--- src/rtl/pjpt_pkg.sv ---
// Shared types and constants of the pending jump patch table.
package pjpt_pkg;

	typedef enum logic [1:0] {
		KIND_RECORDED = 2'd0,
		KIND_DROPPED  = 2'd1,
		KIND_PATCH    = 2'd2,
		KIND_NO_MATCH = 2'd3
	} kind_t;

	localparam logic ACT_RECORD  = 1'b0;
	localparam logic ACT_RESOLVE = 1'b1;

	localparam logic [5:0]  J_OPCODE      = 6'd2;
	localparam logic [31:0] J_TARGET_MASK = 32'h03FF_FFFF;

endpackage

--- src/rtl/pjpt_if.sv ---
// Valid/ready channel interfaces for request and result items.
interface pjpt_req_if;
	logic        valid;
	logic        ready;
	logic        action;
	logic [31:0] guest_target;
	logic [31:0] host_address;

	modport source (output valid, action, guest_target, host_address, input ready);
	modport sink   (input valid, action, guest_target, host_address, output ready);
endinterface

interface pjpt_rsp_if;
	logic        valid;
	logic        ready;
	logic [1:0]  kind;
	logic [31:0] site_address;
	logic [31:0] patch_word;
	logic        last;

	modport source (output valid, kind, site_address, patch_word, last, input ready);
	modport sink   (input valid, kind, site_address, patch_word, last, output ready);
endinterface

--- src/rtl/pending_jump_patch_table_unit.sv ---
// Pending jump patch table: ordered site table with record and resolve.
// Record: its result is registered, valid the cycle after the request is accepted.
// Resolve: one stored entry read, matched and compacted per cycle through the
// registered table memory, slower while results stall.
// One item at a time: no new request is taken until a resolve is through.
// Reset: entry count and prologue_q clear; table contents stay undefined.
module pending_jump_patch_table_unit #(
	parameter int TABLE_DEPTH = 64
) (
	input  logic        clk,
	input  logic        arst_n,
	input  logic        cfg_we,
	input  logic [7:0]  cfg_wdata,
	pjpt_req_if.sink    req,
	pjpt_rsp_if.source  rsp
);

	localparam int IDX_W = (TABLE_DEPTH > 1) ? $clog2(TABLE_DEPTH) : 1;
	localparam int CNT_W = $clog2(TABLE_DEPTH + 1);
	localparam logic [CNT_W-1:0] DEPTH_C = CNT_W'(TABLE_DEPTH);

	typedef enum logic [1:0] {ST_IDLE, ST_SCAN, ST_FINISH} state_t;

	state_t              state_q;
	logic [7:0]          prologue_q;
	logic [CNT_W-1:0]    count_q;
	logic [CNT_W-1:0]    rd_idx_q;
	logic [CNT_W-1:0]    kept_q;
	logic                rd_vld_s1;
	logic [63:0]         rd_data_s1;
	logic [31:0]         tgt_q;
	logic [31:0]         word_q;
	logic                pend_q;
	logic [31:0]         pend_site_q;

	logic                out_vld_q;
	pjpt_pkg::kind_t     out_kind_q;
	logic [31:0]         out_site_q;
	logic [31:0]         out_word_q;
	logic                out_last_q;

	logic [63:0]         mem [TABLE_DEPTH];

	logic                slot_free;
	logic                accept;
	logic                hit;
	logic                adv;
	logic                rd_en;
	logic                wr_en;
	logic [IDX_W-1:0]    wr_addr;
	logic [63:0]         wr_data;
	logic                emit;
	pjpt_pkg::kind_t     emit_kind;
	logic [31:0]         emit_site;
	logic [31:0]         emit_word;
	logic                emit_last;
	logic [31:0]         jump_sum;

	assign slot_free = !out_vld_q || rsp.ready;
	assign req.ready = (state_q == ST_IDLE) && slot_free;
	assign accept    = req.valid && req.ready;
	assign hit       = rd_data_s1[63:32] == tgt_q;
	assign adv       = !(rd_vld_s1 && hit && pend_q) || slot_free;
	assign rd_en     = (state_q == ST_SCAN) && adv && (rd_idx_q < count_q);
	assign jump_sum  = req.host_address + {22'd0, prologue_q, 2'b00};

	always_comb begin
		wr_en     = 1'b0;
		wr_addr   = kept_q[IDX_W-1:0];
		wr_data   = rd_data_s1;
		emit      = 1'b0;
		emit_kind = pjpt_pkg::KIND_RECORDED;
		emit_site = '0;
		emit_word = '0;
		emit_last = 1'b1;
		case (state_q)
			ST_IDLE: begin
				if (accept && req.action == pjpt_pkg::ACT_RECORD) begin
					emit = 1'b1;
					if (count_q < DEPTH_C) begin
						wr_en     = 1'b1;
						wr_addr   = count_q[IDX_W-1:0];
						wr_data   = {req.guest_target, req.host_address};
						emit_kind = pjpt_pkg::KIND_RECORDED;
					end else begin
						emit_kind = pjpt_pkg::KIND_DROPPED;
					end
				end
			end
			ST_SCAN: begin
				if (rd_vld_s1 && adv) begin
					if (hit) begin
						if (pend_q) begin
							emit      = 1'b1;
							emit_kind = pjpt_pkg::KIND_PATCH;
							emit_site = pend_site_q;
							emit_word = word_q;
							emit_last = 1'b0;
						end
					end else begin
						wr_en = 1'b1;
					end
				end
			end
			ST_FINISH: begin
				if (slot_free) begin
					emit = 1'b1;
					if (pend_q) begin
						emit_kind = pjpt_pkg::KIND_PATCH;
						emit_site = pend_site_q;
						emit_word = word_q;
					end else begin
						emit_kind = pjpt_pkg::KIND_NO_MATCH;
					end
				end
			end
			default: begin
				emit = 1'b0;
			end
		endcase
	end

	always_ff @(posedge clk) begin
		if (wr_en) begin
			mem[wr_addr] <= wr_data;
		end
		if (rd_en) begin
			rd_data_s1 <= mem[rd_idx_q[IDX_W-1:0]];
		end
	end

	always_ff @(posedge clk or negedge arst_n) begin
		if (!arst_n) begin
			state_q     <= ST_IDLE;
			prologue_q  <= '0;
			count_q     <= '0;
			rd_idx_q    <= '0;
			kept_q      <= '0;
			rd_vld_s1   <= 1'b0;
			pend_q      <= 1'b0;
			out_vld_q   <= 1'b0;
			tgt_q       <= '0;
			word_q      <= '0;
			pend_site_q <= '0;
			out_kind_q  <= pjpt_pkg::KIND_RECORDED;
			out_site_q  <= '0;
			out_word_q  <= '0;
			out_last_q  <= 1'b0;
		end else begin
			if (cfg_we) begin
				prologue_q <= cfg_wdata;
			end

			if (emit) begin
				out_vld_q  <= 1'b1;
				out_kind_q <= emit_kind;
				out_site_q <= emit_site;
				out_word_q <= emit_word;
				out_last_q <= emit_last;
			end else if (rsp.ready) begin
				out_vld_q <= 1'b0;
			end

			case (state_q)
				ST_IDLE: begin
					if (accept) begin
						if (req.action == pjpt_pkg::ACT_RECORD) begin
							if (count_q < DEPTH_C) begin
								count_q <= count_q + CNT_W'(1);
							end
						end else begin
							tgt_q    <= req.guest_target;
							word_q   <= {pjpt_pkg::J_OPCODE, 26'd0} |
								({2'b00, jump_sum[31:2]} & pjpt_pkg::J_TARGET_MASK);
							rd_idx_q <= '0;
							kept_q   <= '0;
							pend_q   <= 1'b0;
							state_q  <= ST_SCAN;
						end
					end
				end
				ST_SCAN: begin
					if (rd_vld_s1 && adv) begin
						if (hit) begin
							pend_q      <= 1'b1;
							pend_site_q <= rd_data_s1[31:0];
						end else begin
							kept_q <= kept_q + CNT_W'(1);
						end
					end
					if (adv) begin
						rd_vld_s1 <= rd_en;
						if (rd_en) begin
							rd_idx_q <= rd_idx_q + CNT_W'(1);
						end
					end
					if (!rd_vld_s1 && rd_idx_q >= count_q) begin
						state_q <= ST_FINISH;
					end
				end
				ST_FINISH: begin
					if (slot_free) begin
						count_q <= kept_q;
						state_q <= ST_IDLE;
					end
				end
				default: begin
					state_q <= ST_IDLE;
				end
			endcase
		end
	end

	assign rsp.valid        = out_vld_q;
	assign rsp.kind         = out_kind_q;
	assign rsp.site_address = out_site_q;
	assign rsp.patch_word   = out_word_q;
	assign rsp.last         = out_last_q;

	a_count_bound: assert property (@(posedge clk) disable iff (!arst_n)
		count_q <= DEPTH_C)
		else $error("entry count exceeds table depth");

	a_kept_behind_read: assert property (@(posedge clk) disable iff (!arst_n)
		(state_q == ST_SCAN) |-> (kept_q <= rd_idx_q))
		else $error("compaction write index passed read index");

	a_read_only_in_scan: assert property (@(posedge clk) disable iff (!arst_n)
		rd_vld_s1 |-> (state_q == ST_SCAN))
		else $error("table read data pending outside scan");

	a_finish_commits: assert property (@(posedge clk) disable iff (!arst_n)
		(state_q == ST_FINISH && slot_free) |=> (count_q == $past(kept_q)))
		else $error("entry count not updated after resolve");

endmodule
--- src/flat_wrapper.sv ---
// flat-port wrapper written by rule: the top's interface ports become plain ports
module pending_jump_patch_table_unit_flat 
#(
	parameter int TABLE_DEPTH = 64
)
  (clk, arst_n, cfg_we, cfg_wdata, req_valid, req_action, req_guest_target, req_host_address, req_ready, rsp_valid, rsp_kind, rsp_site_address, rsp_patch_word, rsp_last, rsp_ready);
  pjpt_req_if req_i ();
  pjpt_rsp_if rsp_i ();
  input  logic clk;
  input  logic arst_n;
  input  logic cfg_we;
  input  logic [7:0] cfg_wdata;
  input wire logic [$bits(req_i.valid)-1:0] req_valid;
  input wire logic [$bits(req_i.action)-1:0] req_action;
  input wire logic [$bits(req_i.guest_target)-1:0] req_guest_target;
  input wire logic [$bits(req_i.host_address)-1:0] req_host_address;
  output wire logic [$bits(req_i.ready)-1:0] req_ready;
  output wire logic [$bits(rsp_i.valid)-1:0] rsp_valid;
  output wire logic [$bits(rsp_i.kind)-1:0] rsp_kind;
  output wire logic [$bits(rsp_i.site_address)-1:0] rsp_site_address;
  output wire logic [$bits(rsp_i.patch_word)-1:0] rsp_patch_word;
  output wire logic [$bits(rsp_i.last)-1:0] rsp_last;
  input wire logic [$bits(rsp_i.ready)-1:0] rsp_ready;
  assign req_i.valid = req_valid;
  assign req_i.action = req_action;
  assign req_i.guest_target = req_guest_target;
  assign req_i.host_address = req_host_address;
  assign req_ready = req_i.ready;
  assign rsp_valid = rsp_i.valid;
  assign rsp_kind = rsp_i.kind;
  assign rsp_site_address = rsp_i.site_address;
  assign rsp_patch_word = rsp_i.patch_word;
  assign rsp_last = rsp_i.last;
  assign rsp_i.ready = rsp_ready;
  pending_jump_patch_table_unit #(.TABLE_DEPTH(TABLE_DEPTH)) u_core (.clk(clk), .arst_n(arst_n), .cfg_we(cfg_we), .cfg_wdata(cfg_wdata), .req(req_i), .rsp(rsp_i));
endmodule
--- config.mk ---
export PLATFORM = sky130hd
export DESIGN_NAME = pending_jump_patch_table_unit_flat
export DESIGN_NICKNAME = d
export VERILOG_FILES = /design/src/rtl/pjpt_pkg.sv /design/src/rtl/pjpt_if.sv /design/src/rtl/pending_jump_patch_table_unit.sv /design/src/flat_wrapper.sv
export SDC_FILE = /design/constraint.sdc
export NUM_CORES = 2
export LEC_CHECK = 0
export BUFFER_PORTS_ARGS = -buffer_cell sky130_fd_sc_hd__buf_2
export CORE_AREA = 10 10 755 757
export CTS_CLUSTER_DIAMETER = 40
export DETAILED_ROUTE_END_ITERATION = 8
export DIE_AREA = 0 0 765 767
export PLACE_DENSITY = 0.48
export SYNTH_ARGS = -nofsm -noshare
export SYNTH_HDL_FRONTEND = slang
export SYNTH_SLANG_ARGS = --single-unit
--- constraint.sdc ---
create_clock -name clk -period 7 [get_ports clk]
set_input_delay 0.7 -clock clk [delete_from_list [all_inputs] [get_ports clk]]
set_output_delay 0.7 -clock clk [all_outputs]
set_load 0.01 [all_outputs]
## Word-level counts from Yosys, hierarchy flattened

Memories as Yosys holds them, arrays and structs flattened. A register that Yosys moved wholly into a read port is not among the register bits.
Index checks and enable logic that the tools add are counted.

| operators by class | value |
|---|---|
| add/subtract/negate cells | 4 |
| $mul | 0 |
| div/mod/pow operators | 0 |
| $lt $le $gt $ge | 3 |
| equal/unequal tests | 14 |
| shifts and indexed selects | 0 |
| muxes and demuxes | 66 |
| bitwise operators | 1 |
| reductions and logical operators | 26 |

Operator list:

| kind | count |
|---|---|
| $mux 32 | 6 |
| $mux 64 | 3 |
| $pmux 32 s2 | 2 |
| $mux 7 | 10 |
| $mux 28 | 2 |
| $pmux 7 s2 | 3 |
| $eq 32x32->1 | 1 |
| $add 28x10->28 | 1 |
| $mux 1 | 23 |
| $add 7x1->7 const B | 3 |
| $reduce_and 5->1 | 4 |
| $mux 2 | 9 |
| $mux 6 | 3 |
| $ne 2x2->1 const B | 6 |
| $pmux 2 s3 | 2 |
| $ne 2x1->1 const B | 5 |
| $logic_and 1x1->1 | 9 |
| $ge 7x7->1 | 1 |
| $lt 7x7->1 | 1 |
| $lt 7x7->1 const B | 1 |
| $reduce_and 3->1 | 2 |
| $reduce_bool 2->1 | 3 |
| $pmux 1 s2 | 2 |
| $reduce_and 4->1 | 1 |
| 8 further kinds | 11 |

| word-level totals | value |
|---|---|
| register bits | 192 |
| latch bits | 0 |
| memory bits (writable) | 4,096 |
| bits in read-only memories | 0 |
| word-level logic and storage cells | 130 |
| memories kept | 1 |

Memories:

| memory | words | width | rd ports | clocked after memory_dff | wr ports | RTL line | source |
|---|---|---|---|---|---|---|---|
| u_core.mem | 64 | 64 | 1 | 1 | 1 | pending_jump_patch_table_unit.sv:42 | `logic [63:0] mem [TABLE_DEPTH];` |

## Logic depth before layout (Yosys ltp)

| depth | value |
|---|---|
| word-level depth | 10 |
| depth in mapped cells | 14 |
| gate-level depth less buffers | 10 |

## Worst setup path before layout

OpenSTA, ideal clock, no wires.

| timing | value |
|---|---|
| path type | reg-to-reg |
| start point | register u_core.rd_idx_q[0] |
| end point | register u_core.rd_data_s1[0] (read register of u_core.mem), enable pin |
| setup time | 0.584 ns |
| arrival time | 6.589 ns |
| required time | 6.416 ns |
| setup slack | -0.173 ns |
| cell stages (with the launch flop) | 12 |
| buffers on the path | 4 |
| path through | dfrtp_1 > buf_2 > buf_6 > buf_6 > buf_2 > inv_1 > ha_1 > nor2b_1 > o21ai_0 > a21oi_1 > nor4_1 > a21boi_0 |

| between the ends | value |
|---|---|
| word-level cells in the longest chain between the ends | 2 |

Ends and longest elaborated chain:

| item | RTL line | source |
|---|---|---|
| start: declaration | pending_jump_patch_table_unit.sv:27 | `logic [CNT_W-1:0] rd_idx_q;` |
| start signal: assignment | pending_jump_patch_table_unit.sv:194 | `rd_idx_q <= rd_idx_q + CNT_W'(1);` |
| $lt 7x7->1 | pending_jump_patch_table_unit.sv:64 | `assign rd_en = (state_q == ST_SCAN) && adv && (rd_idx_q < count_q);` |
| $logic_and 1x1->1 | pending_jump_patch_table_unit.sv:64 |  |
| net u_core.rd_en | pending_jump_patch_table_unit.sv:48 | `logic rd_en;` |
| end: declaration | pending_jump_patch_table_unit.sv:30 | `logic [63:0] rd_data_s1;` |

The timed path passes the listed nets, and every way through them passes these cells.
A chain may end at the register's enable or synchronous reset.

## Worst setup path in the final report

| timing | value |
|---|---|
| start point | register u_core.state_q[1] |
| end point | memory u_core.mem[6][62], enable pin |

| between the ends | value |
|---|---|
| word-level cells in the longest chain between the ends | 8 |

Ends and longest elaborated chain:

| item | RTL line | source |
|---|---|---|
| start: declaration | pending_jump_patch_table_unit.sv:24 | `state_t state_q;` |
| start signal: assignment | pending_jump_patch_table_unit.sv:134 | `state_q <= ST_IDLE;` |
| start signal: assignment | pending_jump_patch_table_unit.sv:178 | `state_q <= ST_SCAN;` |
| start signal: assignment | pending_jump_patch_table_unit.sv:198 | `state_q <= ST_FINISH;` |
| $logic_not 2->1 | pending_jump_patch_table_unit.sv:60, pending_jump_patch_table_unit.sv:76 |  |
| $logic_and 1x1->1 | pending_jump_patch_table_unit.sv:60 | `assign req.ready = (state_q == ST_IDLE) && slot_free;` |
| $logic_and 1x1->1 | pending_jump_patch_table_unit.sv:61 | `assign accept = req.valid && req.ready;` |
| $logic_and 1x1->1 | pending_jump_patch_table_unit.sv:78 | `if (accept && req.action == pjpt_pkg::ACT_RECORD) begin` |
| $mux 1 | pending_jump_patch_table_unit.sv:78 |  |
| $pmux 1 s2 | pending_jump_patch_table_unit.sv:76 | `case (state_q)` |
| $mux 1 | pending_jump_patch_table_unit.sv:124 | `if (wr_en) begin` |
| $mux 1 (not written as such) | pending_jump_patch_table_unit.sv:125 | `mem[wr_addr] <= wr_data;` |
| end: declaration | pending_jump_patch_table_unit.sv:42 |  |

Several ways; a longest one is shown, not always the timed one.

==> metrics <==
Hold Slack=81.98 ps; setup slack, reg-to-reg=2010 ps; WP data arrival=5680 ps; count of cell types in the netlist=54; Final setup viols=0; critical path, cell by cell=inv_1, ha_1, nand4b_1, nor2_4, mux2i_1, nand3_1, nor2_4, buf_12; worst-skew pair later-pin latency=1070 ps; vias in the first global route=79990; Hold Crit Depth=2; clk slew on worst S/H paths=50 ps; initial drt markers=9410; Site Rows=274; Avg WL per Cell=32.36 um; mapped cell area=166000 um^2; crit path time final=4992 ps; Post-synth EDFFs=4160; top-count cell post-synth=edfxtp_1; Synth area leader=edfxtp_1; Reg2Reg Depth=8; Post-CTS Setup Bufs=0; fin crit share=0.7132; placed insts=14060; core area=555000 um^2; top cells by area, synth=edfxtp_1 (75%), mux4_2 (18%), dfrtp_1 (2.8%); Fin. Hold Viols=0; Finished Layout Cells=15140; crit end category=flop; initial antenna violation count=58; buffer and inverter count on the worst path=2; Max stage delay cell, worst path=nor2_4; type of the worst min-delay path=in2reg; Setup CP Type=reg2reg; Leakage=60.11 nW; I/O Buffers=141; fmax=200.3 MHz; most used cell, CP=nor2_4; Max Cap Violations=0; critical path's top delay family=simple AND/OR/NAND/NOR gates; Final WS setup=2008 ps; CTS Buf Count=555; worst slew pin tran=1376 ps; die area=586800 um^2; GRT Overall Usage=0.1623; Max VDD drop=0.0002819 V; Async S/R FF share, synth=0.04302; slew margin rel.=0.08274; syn avg cell area=24.82 um^2; routed vias=77900; Starting Density=0.2992; Reg2Reg Launch Point=u_core.state_q[1]; Seq/Total Area, Yosys=0.7805; root buffer cell=clkbuf_16; RSZ-0062 raised after global routing=false; CTS tree=done; Fin Setup TNS=0 ps; crit start category=flop; Via density=5.147; share of the synthesized area in the top cell type=0.7523; Final ANT Viol Nets=0; nets@finish=7454; DP Area=177700 um^2; Ports=147; Cells after Synth=6689; #FFs+latches synth=4347; WL final=489700 um; Slew Limit Fails=0; Area growth syn-to-layout=18.65%; dominant synthesized flop cell=edfxtp_1; Crit Path Max Fanout=36; pre-CTS WS=2086 ps; fraction of layout cells with a size suffix above 1=0.3659; Post-CTS Hold Buffers=46; Layout Skew=77.47 ps; Final GP Congestion=0.7606; Endpoint, Worst Hold=u_core.tgt_q[21]; die height=767 um; Pre-antenna DRT Iters=5; Pwr Total=79.11 mW; Post-synth top cells=edfxtp_1 (4160), mux4_2 (1344), clkbuf_1 (219); Die Wd=765 um; Cell Pwr Density=401.6 nW/um^2; slowest cell delay on critical path=1080 ps; H-tree depth=6; residual DRC count=0; hpwl dp=273100 um; Design Area, Final=197000 um^2; Worst R2R End=u_core.mem[6][62]; yosys warns=0; post-CTS resize count=0; CTS Sinks=4347; largest net degree at the start of global routing=120; status=completed; critical path data required time=7690 ps; HP Start=req_guest_target[21]; final core occ=0.3549; grt total ovfl=0; clock buffer depth=4; first-pass GRT wire length=674000 um
## how the worst max path moves through the flow
| stage | endpoint | slack, ps | startpoint | cells past startpoint |
|---|---|---|---|---|
| finish | u_core.mem[6][62] | 2010 | u_core.state_q[1] | 8 |
| global route | u_core.mem[6][62] | 1810 | u_core.state_q[1] | 8 |
| CTS | u_core.mem[6][54] | 2170 | u_core.state_q[1] | 8 |
| detailed placement | u_core.mem[6][0] | 2090 | rsp_ready | 8 |
| global placement | u_core.mem[30][25] | 2190 | rsp_ready | 10 |
| floorplan | u_core.rd_data_s1[0] | 1500 | u_core.rd_idx_q[0] | 11 |
## worst register-to-register path, stage by stage, from the launching register on
cell and delay [ps]:
dfrtp_1 400, inv_1 130, ha_1 410, nand4b_1 340, nor2_4 390, mux2i_1 670
nand3_1 790, nor2_4 1080, buf_12 340
## routing by layer
layer  up-vias  global-route usage  routed length [um]
met4         6             0.03678               11190
met1     43650              0.2316              211400
met5         -                   0                  53
met3       628             0.02917               34380
li1      30570                   -                   -
met2      3053              0.2593              232700
## cell usage in the layout, fill, tap and decap left out, types with 40 or more instances in the layout
cell	netlist	routed
a22o_1	60	60
buf_12	0	49
buf_2	50	140
buf_4	5	214
bufinv_16	0	58
clkbuf_1	219	64
clkbuf_16	0	573
clkinv_1	0	62
clkinv_2	0	60
clkinv_4	0	40
clkinvlp_4	0	59
dfrtp_1	187	181
dlygate4sd3_1	0	46
edfxtp_1	4160	4160
inv_6	0	58
mux2_2	140	133
mux4_2	1344	1344
nand2_1	70	70
nor2_4	0	65
o21ai_0	50	50
xnor2_1	52	52
## layout make-up
class                      instances  area (um^2)
tap                             7314         9151
sequential                      4347       129600
timing repair buffer             450         3764
multi-input combinational       1974        35520
clock buffer                     641        14630
clock inverter                   374         4195
fill                           50350       358000
antenna                           11        27.53
inverter                          25        93.84
## power breakdown
group          switching [mW]  total, mW  leakage, nW  internal [mW]
clock                    11.5       28.9         9.03           17.4
sequential              0.668       34.0         39.8           33.3
combinational            10.7       16.3         11.2           5.60
total                    22.8       79.1         60.1           56.3
## logic make-up (layout without fill, tap and decap cells)
kind of cell,Yosys count,in the layout,synth area share
compound gates,165,165,0.006963
xor+xnor,55,55,0.002901
fa+ha+maj,23,23,0.001778
buf+inv,372,1490,0.008990
flops,4347,4347,0.7805
mux,1492,1492,0.1923
other cells,1,16,0.00002258
simple gates,234,234,0.006556
## flip-flops by register name, indices dropped and copies added, names as in the netlist
signal / flops
u_core.count_q: 7
u_core.kept_q: 7
u_core.mem: 4096
u_core.pend_q: 1
u_core.pend_site_q: 32
u_core.prologue_q: 8
u_core.rd_data_s1: 64
u_core.rd_idx_q: 7
u_core.rd_vld_s1: 1
u_core.rsp.kind: 2
u_core.rsp.last: 1
u_core.rsp.patch_word: 27
u_core.rsp.site_address: 32
u_core.rsp.valid: 1
u_core.state_q: 2
u_core.tgt_q: 32
u_core.word_q: 27
No activity file was read; power rests on OpenSTA's default activity.
